[config.mk]
export PLATFORM = sky130hd
export DESIGN_NAME = gbs_ctrl
export DESIGN_NICKNAME = d
export VERILOG_FILES = /design/src/gbs_pkg.sv /design/src/gbs_ctrl.sv
export SDC_FILE = /design/constraint.sdc
export NUM_CORES = 1
export LEC_CHECK = 0
export BUFFER_PORTS_ARGS = -buffer_cell sky130_fd_sc_hd__buf_4
export CORE_AREA = 2 2 39 41
export CTS_CLUSTER_SIZE = 10
export DETAILED_ROUTE_END_ITERATION = 7
export DIE_AREA = 0 0 41 43
export PLACE_DENSITY = 0.3
export SETUP_SLACK_MARGIN = 0.02
export SLEW_MARGIN = 15
export SYNTH_ARGS = -nofsm -noshare
export SYNTH_HDL_FRONTEND = slang
export SYNTH_SLANG_ARGS = --single-unit
export TNS_END_PERCENT = 20
[constraint.sdc]
create_clock -name clk_i -period 1.1 [get_ports clk_i]
set_input_delay 0.33 -clock clk_i [delete_from_list [all_inputs] [get_ports clk_i]]
set_output_delay 0.33 -clock clk_i [all_outputs]
set_load 0.05 [all_outputs]
[src/gbs_pkg.sv]
`timescale 1ns / 1ps
// ----------------------------------------------------------------------------
// Greedy box suppression package
// Shared sizes, the stored box record and the controller/datapath interface.
// ----------------------------------------------------------------------------
package gbs_pkg;

  localparam int unsigned MAX_KEPT  = 64;
  localparam int unsigned MAX_BOXES = 8192;

  localparam int unsigned KEPT_AW = (MAX_KEPT > 1) ? $clog2(MAX_KEPT) : 1;
  localparam int unsigned CNT_W   = $clog2(MAX_KEPT + 1);

  localparam int unsigned COORD_W = 16;
  localparam int unsigned LEN_W   = 15;
  localparam int unsigned AREA_W  = 2 * LEN_W;
  localparam int unsigned UNI_W   = AREA_W + 1;
  localparam int unsigned THR_W   = 16;
  localparam int unsigned PROD_W  = THR_W + UNI_W;
  localparam int unsigned IDX_W   = 13;

  localparam int unsigned INDEX_TOP_INT = ((MAX_BOXES - 1) < 8191) ? (MAX_BOXES - 1) : 8191;
  localparam logic [IDX_W-1:0] INDEX_TOP = IDX_W'(INDEX_TOP_INT);

  localparam logic [THR_W-1:0] THR_RESET = 16'd29491;

  typedef struct packed {
    logic signed [COORD_W-1:0] left;
    logic signed [COORD_W-1:0] top;
    logic [LEN_W-1:0]          width;
    logic [LEN_W-1:0]          height;
  } gbs_box_t;

  typedef struct packed {
    logic accept;
    logic issue;
    logic commit;
  } gbs_cmd_t;

  typedef struct packed {
    logic all_issued;
    logic pipe_busy;
  } gbs_status_t;

endpackage

[src/gbs_ctrl.sv]
`timescale 1ns / 1ps
// ----------------------------------------------------------------------------
// Greedy box suppression controller
// Sequences acceptance, the comparison sweep and the result hand-off.
// ----------------------------------------------------------------------------
module gbs_ctrl (
  input  logic                 clk_i,
  input  logic                 rst_ni,
  input  logic                 in_valid_i,
  output logic                 in_stall_o,
  output logic                 out_valid_o,
  input  logic                 out_stall_i,
  input  gbs_pkg::gbs_status_t status_i,
  output gbs_pkg::gbs_cmd_t    cmd_o
);

  typedef enum logic [1:0] {
    ST_IDLE,
    ST_COMPARE,
    ST_REPORT
  } state_e;

  state_e state_q, state_d;
  logic   out_valid_q, out_valid_d;

  always_comb begin
    state_d     = state_q;
    out_valid_d = out_valid_q && out_stall_i;
    cmd_o       = '0;
    case (state_q)
      ST_IDLE: begin
        if (in_valid_i) begin
          cmd_o.accept = 1'b1;
          state_d      = ST_COMPARE;
        end
      end
      ST_COMPARE: begin
        cmd_o.issue = !status_i.all_issued;
        if (status_i.all_issued && !status_i.pipe_busy) begin
          state_d = ST_REPORT;
        end
      end
      ST_REPORT: begin
        // The result register is loaded only once the previous result has left.
        if (!out_valid_q || !out_stall_i) begin
          cmd_o.commit = 1'b1;
          out_valid_d  = 1'b1;
          state_d      = ST_IDLE;
        end
      end
      default: begin
        state_d = ST_IDLE;
      end
    endcase
  end

  always_ff @(posedge clk_i or negedge rst_ni) begin
    if (!rst_ni) begin
      state_q     <= ST_IDLE;
      out_valid_q <= 1'b0;
    end else begin
      state_q     <= state_d;
      out_valid_q <= out_valid_d;
    end
  end

  assign in_stall_o  = (state_q != ST_IDLE);
  assign out_valid_o = out_valid_q;

endmodule

=== Yosys cells after proc, flatten, opt, wreduce, memory -nomap -nowiden ===
Cells that the tools add are included.

* Input port bits: 6
* Bits in registers: 3
* Logic and storage cells: 28

* Equal/unequal tests: 5
* Multiplexer cells: 11
* Reduce and logical (&&, ||, !) cells: 10

{| class="wikitable"
|+ Operator list
! kind !! number
|-
| $mux 1 || 7
|-
| $mux 2 || 3
|-
| $ne 2x2->1 const B || 3
|-
| $pmux 2 s3 || 1
|-
| $logic_not 1->1 || 4
|-
| $reduce_and 3->1 || 1
|-
| $eq 2x1->1 const B || 1
|-
| $eq 2x2->1 const B || 1
|-
| $logic_and 1x1->1 || 2
|-
| $logic_not 2->1 || 1
|-
| $reduce_bool 2->1 || 1
|-
| $logic_or 1x1->1 || 1
|}

=== Logic depth before layout (Yosys ltp) ===
Gate-level depths: netlist (run 1).

* Depth after elaboration: 4
* Depth in mapped cells: 2
* Gate-level depth less buffers: 2

=== Least setup slack after synthesis (run 1) ===
No wires, ideal clock.

* Path type: flip-flop to output port
* From: register state_q[0]
* To: output cmd_o[2] in the netlist's numbering
* Path buffers: 0
* Path slack: -0.776 ns
* Cell stages (with the launch flop): 3
* Arrival time: 1.546 ns
* Required time: 0.770 ns
* Cells stage by stage: dfrtp_1 -> or2_1 -> nor2_1

{| class="wikitable"
|+ RTL lines
! item !! line !! text
|-
| start: declaration || gbs_ctrl.sv:23 || <nowiki>state_e state_q, state_d;</nowiki>
|-
| start signal: assignment || gbs_ctrl.sv:62 || <nowiki>state_q <= state_d;</nowiki>
|-
| end: declaration || gbs_ctrl.sv:14 || <nowiki>output gbs_pkg::gbs_cmd_t cmd_o</nowiki>
|}

==> impl_metrics.prom, run 1 <==
# TYPE chip_impl_metric gauge
chip_impl_metric{name="slew_headroom",unit="%"} 83.0
chip_impl_metric{name="layout-area-overhead-vs-synth",unit="%"} 146
chip_impl_info{name="worst_setup_path_start_kind",value="register"} 1
chip_impl_metric{name="die-area",unit="sq um"} 1760
chip_impl_metric{name="post_synth_instance_area",unit="sq um"} 154
chip_impl_metric{name="place_congestion",unit=""} 0.624
chip_impl_info{name="violations_in_the_final_reports",value="setup timing"} 1
chip_impl_metric{name="clock_tree.buffer_depth",unit=""} 2
chip_impl_info{name="yosysTopAreaCell",value="sky130_fd_sc_hd__dfrtp_1"} 1
chip_impl_metric{name="pwr-share-seq",unit="%"} 23.2
chip_impl_metric{name="finish.utilization",unit="%"} 27.3
chip_impl_metric{name="routed-via-count",unit=""} 181
chip_impl_metric{name="die-height",unit="um"} 43
chip_impl_metric{name="synth.net_count",unit=""} 23
chip_impl_metric{name="vias_per_cell",unit=""} 3.48
chip_impl_metric{name="netSwitchingPower",unit="uW"} 233
chip_impl_metric{name="setup_slack",unit="ns"} -0.352
chip_impl_metric{name="cp_max_fo",unit=""} 4
chip_impl_metric{name="clock-skew-final",unit="ns"} 0.000712
chip_impl_metric{name="final_net_count",unit=""} 43
chip_impl_metric{name="cp_data_required_time",unit="ns"} 0.77
chip_impl_metric{name="dp_hpwl",unit="um"} 355
chip_impl_metric{name="placementRows",unit=""} 14
chip_impl_metric{name="h-tree-depth",unit=""} 1
chip_impl_metric{name="cts.sink_count",unit=""} 3
chip_impl_metric{name="synth_warnings",unit=""} 0
chip_impl_metric{name="postCtsSetupRepairBufs",unit=""} 0
chip_impl_info{name="layout.cells.most_common_list",value="sky130_fd_sc_hd__buf_4 (10), sky130_fd_sc_hd__inv_1 (3), sky130_fd_sc_hd__clkbuf_4 (3), sky130_fd_sc_hd__buf_6 (3)"} 1
chip_impl_metric{name="grtUsageTotal",unit="%"} 6.55
chip_impl_metric{name="max_cap_viol_count",unit=""} 0
chip_impl_info{name="cp-end-kind",value="output pin"} 1
chip_impl_metric{name="fp.dieW",unit="um"} 41
chip_impl_info{name="rsz_0062_raised_after_global_routing",value="yes"} 1
chip_impl_metric{name="max_slew.worst_pin.slew",unit="ns"} 0.254
chip_impl_metric{name="number_of_unique_standard_cell_types_used_by_synthesis",unit=""} 9
chip_impl_metric{name="power.share.switching",unit="%"} 37.3
chip_impl_metric{name="seq_area_frac_synth",unit="%"} 48.8
chip_impl_metric{name="first_global_vias",unit=""} 173
chip_impl_metric{name="detail_route.first_pass.iterations",unit=""} 4
chip_impl_metric{name="placed_area",unit="sq um"} 303
chip_impl_metric{name="route.detailed.drc",unit=""} 0
chip_impl_metric{name="syn_area_per_cell",unit="sq um"} 9.05
chip_impl_metric{name="design.core.area",unit="sq um"} 1380
chip_impl_metric{name="numPortBuffers",unit=""} 10
chip_impl_metric{name="total_leakage_power",unit="uW"} 0.000182
chip_impl_metric{name="fmaxAchievable",unit="MHz"} 689
chip_impl_metric{name="pwr-share-clk",unit="%"} 31.2
chip_impl_info{name="worstSetupPathType",value="register to output pin"} 1
chip_impl_metric{name="cts.reportedPaths.clkPinSlew",unit="ns"} 0.04
chip_impl_metric{name="initial_standard_cell_utilization_of_the_core",unit="%"} 11.1
chip_impl_metric{name="yosys.area.top_type_share",unit="%"} 48.8
chip_impl_metric{name="drive_gt1_share",unit="%"} 66.7
chip_impl_info{name="most_frequent_standard_cell_in_the_layout_excluding_fill_and_tap_cells",value="sky130_fd_sc_hd__buf_4"} 1
chip_impl_metric{name="tritoncts.num_buffers",unit=""} 3
chip_impl_metric{name="min_cycle_time_layout",unit="ns"} 1.45
chip_impl_info{name="synth_area_leaders",value="sky130_fd_sc_hd__dfrtp_1 (49%), sky130_fd_sc_hd__o32ai_2 (11%), sky130_fd_sc_hd__nand2b_1 (8.1%), sky130_fd_sc_hd__inv_1 (7.3%), sky130_fd_sc_hd__nor2_1 (7.3%)"} 1
chip_impl_metric{name="report.final.hold_viol_count",unit=""} 0
chip_impl_metric{name="detail-route-antenna-nets",unit=""} 0
chip_impl_metric{name="finalSetupViolations",unit=""} 5
chip_impl_metric{name="grt_max_degree",unit=""} 5
chip_impl_metric{name="finalCritPeriodShare",unit="%"} 132
chip_impl_metric{name="number_of_antenna_violations_at_the_first_check_in_global_routing",unit=""} 0
chip_impl_metric{name="grt_first_pass_wirelength",unit="um"} 703
chip_impl_metric{name="grt.overflow.total",unit=""} 0
chip_impl_metric{name="drt_first_iter_violations",unit=""} 1
chip_impl_metric{name="maxSlewViolCount",unit=""} 0
chip_impl_metric{name="power_density",unit="nW/um^2"} 1650
chip_impl_info{name="hold_path.class",value="primary input to register"} 1
chip_impl_metric{name="wl_per_cell",unit="um"} 8.33
chip_impl_info{name="clock_tree.root_cell",value="sky130_fd_sc_hd__clkbuf_4"} 1
chip_impl_metric{name="io_pins",unit=""} 11
chip_impl_info{name="outcome",value="finished with violations"} 1
chip_impl_metric{name="stdcell_area",unit="sq um"} 378
chip_impl_metric{name="power.internal",unit="uW"} 391
chip_impl_metric{name="worstPathArrival",unit="ns"} 1.12
chip_impl_metric{name="routed_wl",unit="um"} 433
chip_impl_info{name="clock_tree_from_tritoncts",value="built"} 1
chip_impl_metric{name="number_of_flip_flops_and_latches_in_the_synthesized_netlist",unit=""} 3
chip_impl_metric{name="antenna_diode_count",unit=""} 0
chip_impl_metric{name="power.combinational.fraction",unit="%"} 45.6
chip_impl_metric{name="synthCells",unit=""} 17
chip_impl_metric{name="clock_latency",unit="ns"} 0.23
chip_impl_metric{name="vdd_drop_max",unit="uV"} 628
-- cell usage after synthesis --
master / number
sky130_fd_sc_hd__a21oi_1: 1
sky130_fd_sc_hd__a311oi_1: 1
sky130_fd_sc_hd__dfrtp_1: 3
sky130_fd_sc_hd__inv_1: 3
sky130_fd_sc_hd__nand2_1: 2
sky130_fd_sc_hd__nand2b_1: 2
sky130_fd_sc_hd__nor2_1: 3
sky130_fd_sc_hd__o32ai_2: 1
sky130_fd_sc_hd__or2_1: 1
-- layer usage --
metal / global-route usage, % / vias to the layer above / routed length [um]
met5: 0 / - / 0
met4: 6.00 / 0 / 0
met3: 5.24 / 0 / 76
met2: 6.88 / 11 / 161
met1: 7.79 / 74 / 196
li1: - / 96 / -
-- state kept, by name, summed over array words and instances, names as in the netlist --
register,flops
out_valid_o,1
state_q,2
-- critical path, cell delays in order, from the launching register on --
cell and delay (ns):
sky130_fd_sc_hd__dfrtp_1 0.39, sky130_fd_sc_hd__or2_4 0.27, sky130_fd_sc_hd__nor2_4 0.09, sky130_fd_sc_hd__buf_8 0.15
-- stage by stage --
stage | setup slack [ns] | cells | setup TNS, ns | hold WS [ns] | power (uW)
floorplan | -0.247 | 17 | -0.686 | 0.0344 | 297
global placement | -0.153 | 47 | -0.444 | 0.122 | 396
detailed placement | -0.161 | 47 | -0.449 | 0.120 | 395
CTS | -0.371 | 52 | -1.41 | 0.311 | 622
global route | -0.401 | 52 | -1.57 | 0.321 | 664
finish | -0.352 | 52 | -1.31 | 0.325 | 624
-- cell type report --
class | instances | area [sq um]
Tap cell | 16 | 20.0
Multi-Input combinational cell | 11 | 110
Sequential cell | 3 | 76.3
Fill cell | 156 | 1010
Clock buffer | 4 | 26.3
Timing Repair Buffer | 15 | 134
Inverter | 3 | 11.3
-- cells by family after synthesis --
group	synth area share, %
simple gates	24.4
flops	48.8
compound gates	19.5
buf+inv	7.32
-- power groups by stage --
| stage | Clock (uW) | Sequential [uW] | Combinational (uW) |
|---|---|---|---|
| after floorplan | 0 | 159 | 138 |
| after global placement | 0 | 143 | 253 |
| after detailed placement | 0 | 144 | 252 |
| after CTS | 203 | 144 | 275 |
| after global routing | 215 | 147 | 301 |
| final | 195 | 145 | 285 |
-- worst paths after layout --
path	startpoint	end	slack, ns	cells after the start
max reg2reg	state_q[0]$_DFFE_PN0P_	state_q[1]$_DFFE_PN0P_	0.09	4
min reg2reg	state_q[1]$_DFFE_PN0P_	state_q[0]$_DFFE_PN0P_	0.48	1
min in group asynchronous	rst_ni	out_valid_o$_DFF_PN0_	0.41	2
max	state_q[1]$_DFFE_PN0P_	cmd_o[2]	-0.35	3
min	status_i[0]	state_q[1]$_DFFE_PN0P_	0.33	2
max in group asynchronous	rst_ni	out_valid_o$_DFF_PN0_	0.58	2
-- what timing repair did --
item	CTS	global route
gates resized for setup	5	3
pin swaps	2	1
hold buffers	1	0
hold endpoints to repair	3	0
endpoints found under the setup margin	5	6
(Power assumes the default switching activity.)
==> inputs of run 2 (changes only) <==
--- a/constraint.sdc
+++ b/constraint.sdc
@@ -3,2 +3,2 @@
 set_output_delay 0.33 -clock clk_i [all_outputs]
-set_load 0.05 [all_outputs]
+set_load 0.005 [all_outputs]
==> run 2 against run 1 <==
Net effect: the flow still finishes with violations (setup timing); hold slack got worse by 0.0079 ns; register-to-register slack better by 0.02 ns; fmax rose by 3.5%; setup slack improved by 0.050 ns; first-iteration DRC count is 100% lower.
==> impl_metrics.prom, run 2 (synthesis gave the netlist of run 1 again) <==
# TYPE chip_impl_metric gauge
chip_impl_metric{name="grt_max_degree",unit=""} 5
chip_impl_metric{name="postCtsSetupRepairBufs",unit=""} 0
chip_impl_info{name="worstReg2RegStart",value="state_q[0]$_DFFE_PN0P_"} 1
chip_impl_metric{name="power_density",unit="nW/um^2"} 1500
chip_impl_metric{name="cp_data_required_time",unit="ns"} 0.77
chip_impl_metric{name="route.detailed.drc",unit=""} 0
chip_impl_metric{name="path_buf_inv",unit=""} 1
chip_impl_metric{name="drive_gt1_share",unit="%"} 54.3
chip_impl_metric{name="largest_reg_flops",unit=""} 2
chip_impl_metric{name="h-tree-depth",unit=""} 1
chip_impl_info{name="registers.top_by_ff_count",value="state_q"} 1
chip_impl_info{name="min_from",value="status_i[0]"} 1
chip_impl_info{name="ff_to_ff_end",value="state_q[1]$_DFFE_PN0P_"} 1
chip_impl_metric{name="fmaxAchievable",unit="MHz"} 713
chip_impl_metric{name="die-height",unit="um"} 43
chip_impl_metric{name="timing.critical_path.slowest_cell_delay",unit="ns"} 0.39
chip_impl_metric{name="r2r_setup_slack",unit="ns"} 0.11
chip_impl_metric{name="number_of_antenna_violations_at_the_first_check_in_global_routing",unit=""} 0
chip_impl_info{name="crit_chain",value="or2_1, nor2_1, buf_4"} 1
chip_impl_info{name="cpMaxStageDelayCell",value="sky130_fd_sc_hd__dfrtp_1"} 1
chip_impl_metric{name="tritoncts.num_buffers",unit=""} 3
chip_impl_info{name="cp-end-kind",value="output pin"} 1
chip_impl_metric{name="cts.sink_count",unit=""} 3
chip_impl_metric{name="detail-route-antenna-nets",unit=""} 0
chip_impl_metric{name="first_global_vias",unit=""} 180
chip_impl_info{name="worstSetupPathType",value="register to output pin"} 1
chip_impl_metric{name="final-instance-count-excl-fill",unit=""} 51
chip_impl_metric{name="worstSetupPathDepth",unit=""} 3
chip_impl_info{name="critical-path-top-delay-family",value="flip-flops"} 1
chip_impl_info{name="clock_tree.root_cell",value="sky130_fd_sc_hd__clkbuf_4"} 1
chip_impl_metric{name="routed-via-count",unit=""} 178
chip_impl_metric{name="antenna_diode_count",unit=""} 0
chip_impl_metric{name="layout-area-overhead-vs-synth",unit="%"} 110
chip_impl_info{name="layout.cells.most_common_list",value="sky130_fd_sc_hd__buf_4 (12), sky130_fd_sc_hd__nor2_1 (3), sky130_fd_sc_hd__inv_1 (3), sky130_fd_sc_hd__clkbuf_4 (3), sky130_fd_sc_hd__dfrtp_1 (3)"} 1
chip_impl_metric{name="reg2regPathDepth",unit=""} 4
chip_impl_metric{name="finalSetupViolations",unit=""} 4
chip_impl_metric{name="numPortBuffers",unit=""} 10
chip_impl_metric{name="routed_wl",unit="um"} 425
chip_impl_metric{name="clock-skew-final",unit="ns"} 0.00146
chip_impl_metric{name="initial_standard_cell_utilization_of_the_core",unit="%"} 11.1
chip_impl_metric{name="grtUsageTotal",unit="%"} 6.14
chip_impl_metric{name="die-area",unit="sq um"} 1760
chip_impl_info{name="outcome",value="finished with violations"} 1
chip_impl_metric{name="clock_tree.buffer_depth",unit=""} 2
chip_impl_metric{name="fp.dieW",unit="um"} 41
chip_impl_metric{name="placementRows",unit=""} 14
chip_impl_metric{name="vias_per_cell",unit=""} 3.49
chip_impl_metric{name="clock_latency",unit="ns"} 0.23
chip_impl_info{name="rsz_0062_raised_after_global_routing",value="yes"} 1
chip_impl_metric{name="finish.utilization",unit="%"} 23.3
chip_impl_metric{name="maxSlewViolCount",unit=""} 0
chip_impl_metric{name="finalCritPeriodShare",unit="%"} 127
chip_impl_info{name="whs_endpoint",value="state_q[1]$_DFFE_PN0P_"} 1
chip_impl_info{name="clock_tree_from_tritoncts",value="built"} 1
chip_impl_metric{name="cp_max_fo",unit=""} 4
chip_impl_metric{name="grt.overflow.total",unit=""} 0
chip_impl_info{name="violations_in_the_final_reports",value="setup timing"} 1
chip_impl_metric{name="worstPathArrival",unit="ns"} 1.07
chip_impl_metric{name="slew_headroom",unit="%"} 82.7
chip_impl_metric{name="total_leakage_power",unit="uW"} 0.000166
chip_impl_metric{name="post-layout-total-power",unit="uW"} 484
chip_impl_metric{name="setup_slack",unit="ns"} -0.302
chip_impl_metric{name="grt_first_pass_wirelength",unit="um"} 648
chip_impl_info{name="worst_setup_path_start_kind",value="register"} 1
chip_impl_metric{name="report.final.hold_viol_count",unit=""} 0
chip_impl_metric{name="final_net_count",unit=""} 42
chip_impl_info{name="most_frequent_standard_cell_in_the_layout_excluding_fill_and_tap_cells",value="sky130_fd_sc_hd__buf_4"} 1
chip_impl_metric{name="place_congestion",unit=""} 0.554
chip_impl_metric{name="vdd_drop_max",unit="uV"} 491
chip_impl_metric{name="cts.reportedPaths.clkPinSlew",unit="ns"} 0.04
chip_impl_metric{name="detail_route.first_pass.iterations",unit=""} 1
chip_impl_metric{name="design.core.area",unit="sq um"} 1380
chip_impl_metric{name="max_slew.worst_pin.slew",unit="ns"} 0.258
chip_impl_metric{name="min_cycle_time_layout",unit="ns"} 1.40
chip_impl_metric{name="dpl.cell_count",unit=""} 46
chip_impl_metric{name="timing.hold.worst_path_depth",unit=""} 2
chip_impl_metric{name="drt_first_iter_violations",unit=""} 0
chip_impl_metric{name="n_fill_cell",unit=""} 157
chip_impl_metric{name="max_cap_viol_count",unit=""} 0
chip_impl_info{name="hold_path.class",value="primary input to register"} 1
chip_impl_metric{name="wl_per_cell",unit="um"} 8.33
chip_impl_metric{name="dp_hpwl",unit="um"} 350
chip_impl_metric{name="io_pins",unit=""} 11
## run 2: how the worst max path moves through the flow
stage / from / to / slack [ns]
floorplan: state_q[0]$_DFFE_PN0P_ / cmd_o[2] / 0.02
global placement: state_q[0]$_DFFE_PN0P_ / cmd_o[2] / -0.06
detailed placement: state_q[0]$_DFFE_PN0P_ / cmd_o[2] / -0.07
CTS: state_q[0]$_DFFE_PN0P_ / cmd_o[2] / -0.32
global route: state_q[0]$_DFFE_PN0P_ / cmd_o[2] / -0.36
finish: state_q[0]$_DFFE_PN0P_ / cmd_o[2] / -0.30
## run 2: power breakdown
group          switching, uW  internal [uW]  leakage (uW)  total [uW]
clock network           54.4            136     0.0000150         190
registers               15.3            127     0.0000382         142
logic                   54.7           96.8      0.000113         151
total                    124            359      0.000166         484
## run 2: per-stage QoR
| step | TNS (ns) | worst slack [ns] | hold WS (ns) | area, sq um |
|---|---|---|---|---|
| after floorplan | 0 | 0.0214 | 0.0344 | 154 |
| after global placement | -0.107 | -0.0556 | 0.120 | 272 |
| after detailed placement | -0.0964 | -0.0668 | 0.121 | 272 |
| after CTS | -1.10 | -0.324 | 0.313 | 319 |
| after global routing | -1.26 | -0.361 | 0.313 | 323 |
| final | -1.02 | -0.302 | 0.317 | 323 |
## run 2: what timing repair did
action | in CTS | in global routing
endpoints found under the setup margin | 5 | 5
endpoints found under the hold margin | 3 | 0
hold buffers | 1 | 0
resized for setup | 2 | 1
## run 2: final cells by class
| type | count | area (sq um) | share of cell area [%] |
|---|---|---|---|
| clock buffers | 4 | 26.3 | 8.14 |
| inverters | 3 | 11.3 | 3.49 |
| multi-input cells | 11 | 78.8 | 24.4 |
| flip-flops and latches | 3 | 75.1 | 23.3 |
| well taps | 16 | 20.0 | 6.20 |
| repair buffers | 14 | 111 | 34.5 |
## run 2: per-layer routing
| layer | part of all wire [%] | wire length (um) | global-route usage, % | up-vias |
|---|---|---|---|---|
| met5 | 0 | 0 | 0 | - |
| met4 | 0 | 0 | 10.0 | 0 |
| met3 | 15 | 65 | 2.09 | 0 |
| met2 | 43 | 183 | 6.25 | 11 |
| met1 | 41 | 176 | 7.12 | 76 |
| li1 | - | - | - | 91 |
==> inputs of run 3 (changes only) <==
- MAX_ROUTING_LAYER: default -> met4
- SKIP_CTS_REPAIR_TIMING: default -> 1
==> run 3 against run 2 <==
Net effect: the flow still finishes with violations (setup timing); sequential share of layout area up 0.55 points; sequential cell count unchanged; fmax up 0.16%; sequential power about the same; cell count unchanged; critical endpoint unchanged; largest cell class unchanged; largest power group unchanged.
==> impl_metrics.prom, run 3 (synthesis gave the netlist of run 1 again) <==
# TYPE chip_impl_metric gauge
chip_impl_metric{name="clock_tree.buffer_depth",unit=""} 2
chip_impl_metric{name="tritoncts.num_buffers",unit=""} 3
chip_impl_metric{name="wl_per_cell",unit="um"} 8.18
chip_impl_metric{name="finalCritPeriodShare",unit="%"} 127
chip_impl_metric{name="min_cycle_time_layout",unit="ns"} 1.40
chip_impl_metric{name="cp_max_fo",unit=""} 4
chip_impl_metric{name="io_pins",unit=""} 11
chip_impl_metric{name="finalSetupViolations",unit=""} 4
chip_impl_info{name="layout.cells.most_common_list",value="sky130_fd_sc_hd__buf_4 (12), sky130_fd_sc_hd__nor2_1 (3), sky130_fd_sc_hd__inv_1 (3), sky130_fd_sc_hd__clkbuf_4 (3), sky130_fd_sc_hd__dfrtp_1 (3)"} 1
chip_impl_metric{name="placementRows",unit=""} 14
chip_impl_metric{name="antenna_diode_count",unit=""} 0
chip_impl_metric{name="die-area",unit="sq um"} 1760
chip_impl_metric{name="largest_reg_flops",unit=""} 2
chip_impl_metric{name="worst_hold_slack",unit="ns"} 0.317
chip_impl_metric{name="vdd_drop_max",unit="uV"} 484
chip_impl_metric{name="routed-via-count",unit=""} 176
chip_impl_metric{name="detail-route-antenna-nets",unit=""} 0
chip_impl_metric{name="first_global_vias",unit=""} 176
chip_impl_metric{name="multi_input_area",unit="sq um"} 71.3
chip_impl_metric{name="initial_standard_cell_utilization_of_the_core",unit="%"} 11.1
chip_impl_metric{name="reg2regPathDepth",unit=""} 3
chip_impl_info{name="rsz_0062_raised_after_global_routing",value="yes"} 1
chip_impl_info{name="cp-end-kind",value="output pin"} 1
chip_impl_metric{name="numPortBuffers",unit=""} 10
chip_impl_metric{name="detail_route.first_pass.iterations",unit=""} 1
chip_impl_metric{name="total_leakage_power",unit="uW"} 0.000164
chip_impl_metric{name="place_congestion",unit=""} 0.556
chip_impl_info{name="worstSetupPathType",value="register to output pin"} 1
chip_impl_metric{name="worstPathArrival",unit="ns"} 1.07
chip_impl_metric{name="clock_latency",unit="ns"} 0.23
chip_impl_metric{name="cts.reportedPaths.clkPinSlew",unit="ns"} 0.03
chip_impl_info{name="clock_tree_from_tritoncts",value="built"} 1
chip_impl_metric{name="clock-skew-final",unit="ns"} 0.00146
chip_impl_metric{name="report.final.hold_viol_count",unit=""} 0
chip_impl_metric{name="drive_gt1_share",unit="%"} 51.4
chip_impl_metric{name="pre_cts_ws",unit="ns"} -0.0668
chip_impl_metric{name="cp_data_required_time",unit="ns"} 0.77
chip_impl_info{name="registers.top_by_ff_count",value="state_q"} 1
chip_impl_info{name="most_frequent_standard_cell_in_the_layout_excluding_fill_and_tap_cells",value="sky130_fd_sc_hd__buf_4"} 1
chip_impl_metric{name="grtUsageTotal",unit="%"} 6.08
chip_impl_metric{name="max_slew.worst_pin.slew",unit="ns"} 0.260
chip_impl_metric{name="grt_max_degree",unit=""} 5
chip_impl_metric{name="vias_per_cell",unit=""} 3.45
chip_impl_info{name="outcome",value="finished with violations"} 1
chip_impl_metric{name="final_net_count",unit=""} 42
chip_impl_metric{name="cts.sink_count",unit=""} 3
chip_impl_info{name="hold_path.class",value="primary input to register"} 1
chip_impl_metric{name="layout-area-overhead-vs-synth",unit="%"} 105
chip_impl_metric{name="design.core.area",unit="sq um"} 1380
chip_impl_metric{name="sequential_cell_area",unit="sq um"} 75.1
chip_impl_metric{name="number_of_antenna_violations_at_the_first_check_in_global_routing",unit=""} 0
chip_impl_metric{name="route.detailed.drc",unit=""} 0
chip_impl_metric{name="max_cap_viol_count",unit=""} 0
chip_impl_metric{name="dp_hpwl",unit="um"} 350
chip_impl_metric{name="maxSlewViolCount",unit=""} 0
chip_impl_metric{name="fmaxAchievable",unit="MHz"} 714
chip_impl_metric{name="routed_wl",unit="um"} 417
chip_impl_metric{name="setup_slack",unit="ns"} -0.300
chip_impl_info{name="clock_tree.root_cell",value="sky130_fd_sc_hd__clkbuf_4"} 1
chip_impl_info{name="violations_in_the_final_reports",value="setup timing"} 1
chip_impl_metric{name="fp.dieW",unit="um"} 41
chip_impl_info{name="worst_setup_path_start_kind",value="register"} 1
chip_impl_metric{name="grt_first_pass_wirelength",unit="um"} 621
chip_impl_metric{name="drt_first_iter_violations",unit=""} 0
chip_impl_metric{name="slew_headroom",unit="%"} 82.6
chip_impl_metric{name="h-tree-depth",unit=""} 1
chip_impl_metric{name="grt.overflow.total",unit=""} 0
chip_impl_metric{name="die-height",unit="um"} 43
chip_impl_metric{name="n_fill_cell",unit=""} 155
chip_impl_metric{name="power_density",unit="nW/um^2"} 1490
chip_impl_metric{name="timing.hold.worst_path_depth",unit=""} 2
run 3: cell counts in the layout (fill, tap and decap cells not counted):
Identical to the previous run, type by type.
run 3: layout make-up:
type / instances / area share (%)
timing repair buffer: 14 / 35.3
multi-input combinational: 11 / 22.6
tap: 16 / 6.35
clock buffer: 4 / 8.33
sequential: 3 / 23.8
inverter: 3 / 3.57
run 3: through the flow:
step | utilization, % | setup TNS (ns) | power (uW) | instances | cell area [sq um]
4_1_cts | 21.5 | -1.14 | 480 | 50 | 298
6_report | 22.8 | -1.04 | 471 | 51 | 315
5_1_grt | 22.8 | -1.30 | 508 | 51 | 315
3_5_place_dp | 19.6 | -0.0964 | 278 | 46 | 272
2_1_floorplan | - | 0 | 185 | 17 | 154
3_3_place_gp | 19.6 | -0.107 | 279 | 46 | 272
run 3: worst max-delay path, stage by stage (launching register included):
cell and delay, ns:
sky130_fd_sc_hd__dfrtp_1 0.39, sky130_fd_sc_hd__or2_1 0.25, sky130_fd_sc_hd__nor2_1 0.09, sky130_fd_sc_hd__buf_4 0.11
run 3: per-layer routing:
layer | wire, um | vias to the layer above | GRT usage (%)
met5 | 0 | - | -
met4 | 0 | 0 | 10.0
met3 | 65 | 0 | 2.09
met2 | 178 | 11 | 5.94
met1 | 173 | 74 | 6.80
li1 | - | 91 | -
run 3: path summary, 6_finish.rpt:
check                                        from                     end  slack (ns)
max                        state_q[1]$_DFFE_PN0P_                cmd_o[2]       -0.30
min                                   status_i[0]  state_q[1]$_DFFE_PN0P_        0.32
max reg2reg                state_q[1]$_DFFE_PN0P_  state_q[1]$_DFFE_PN0P_        0.10
min reg2reg                state_q[1]$_DFFE_PN0P_  state_q[0]$_DFFE_PN0P_        0.48
max in group asynchronous                  rst_ni  state_q[1]$_DFFE_PN0P_        0.59
min in group asynchronous                  rst_ni   out_valid_o$_DFF_PN0_        0.42
run 3: where the power goes:
| group | leakage, uW | switching (uW) | internal [uW] |
|---|---|---|---|
| sequential | 0.0000382 | 15.0 | 127 |
| clock | 0.0000150 | 54.4 | 136 |
| combinational | 0.000111 | 49.9 | 89.2 |
| total | 0.000164 | 119 | 352 |
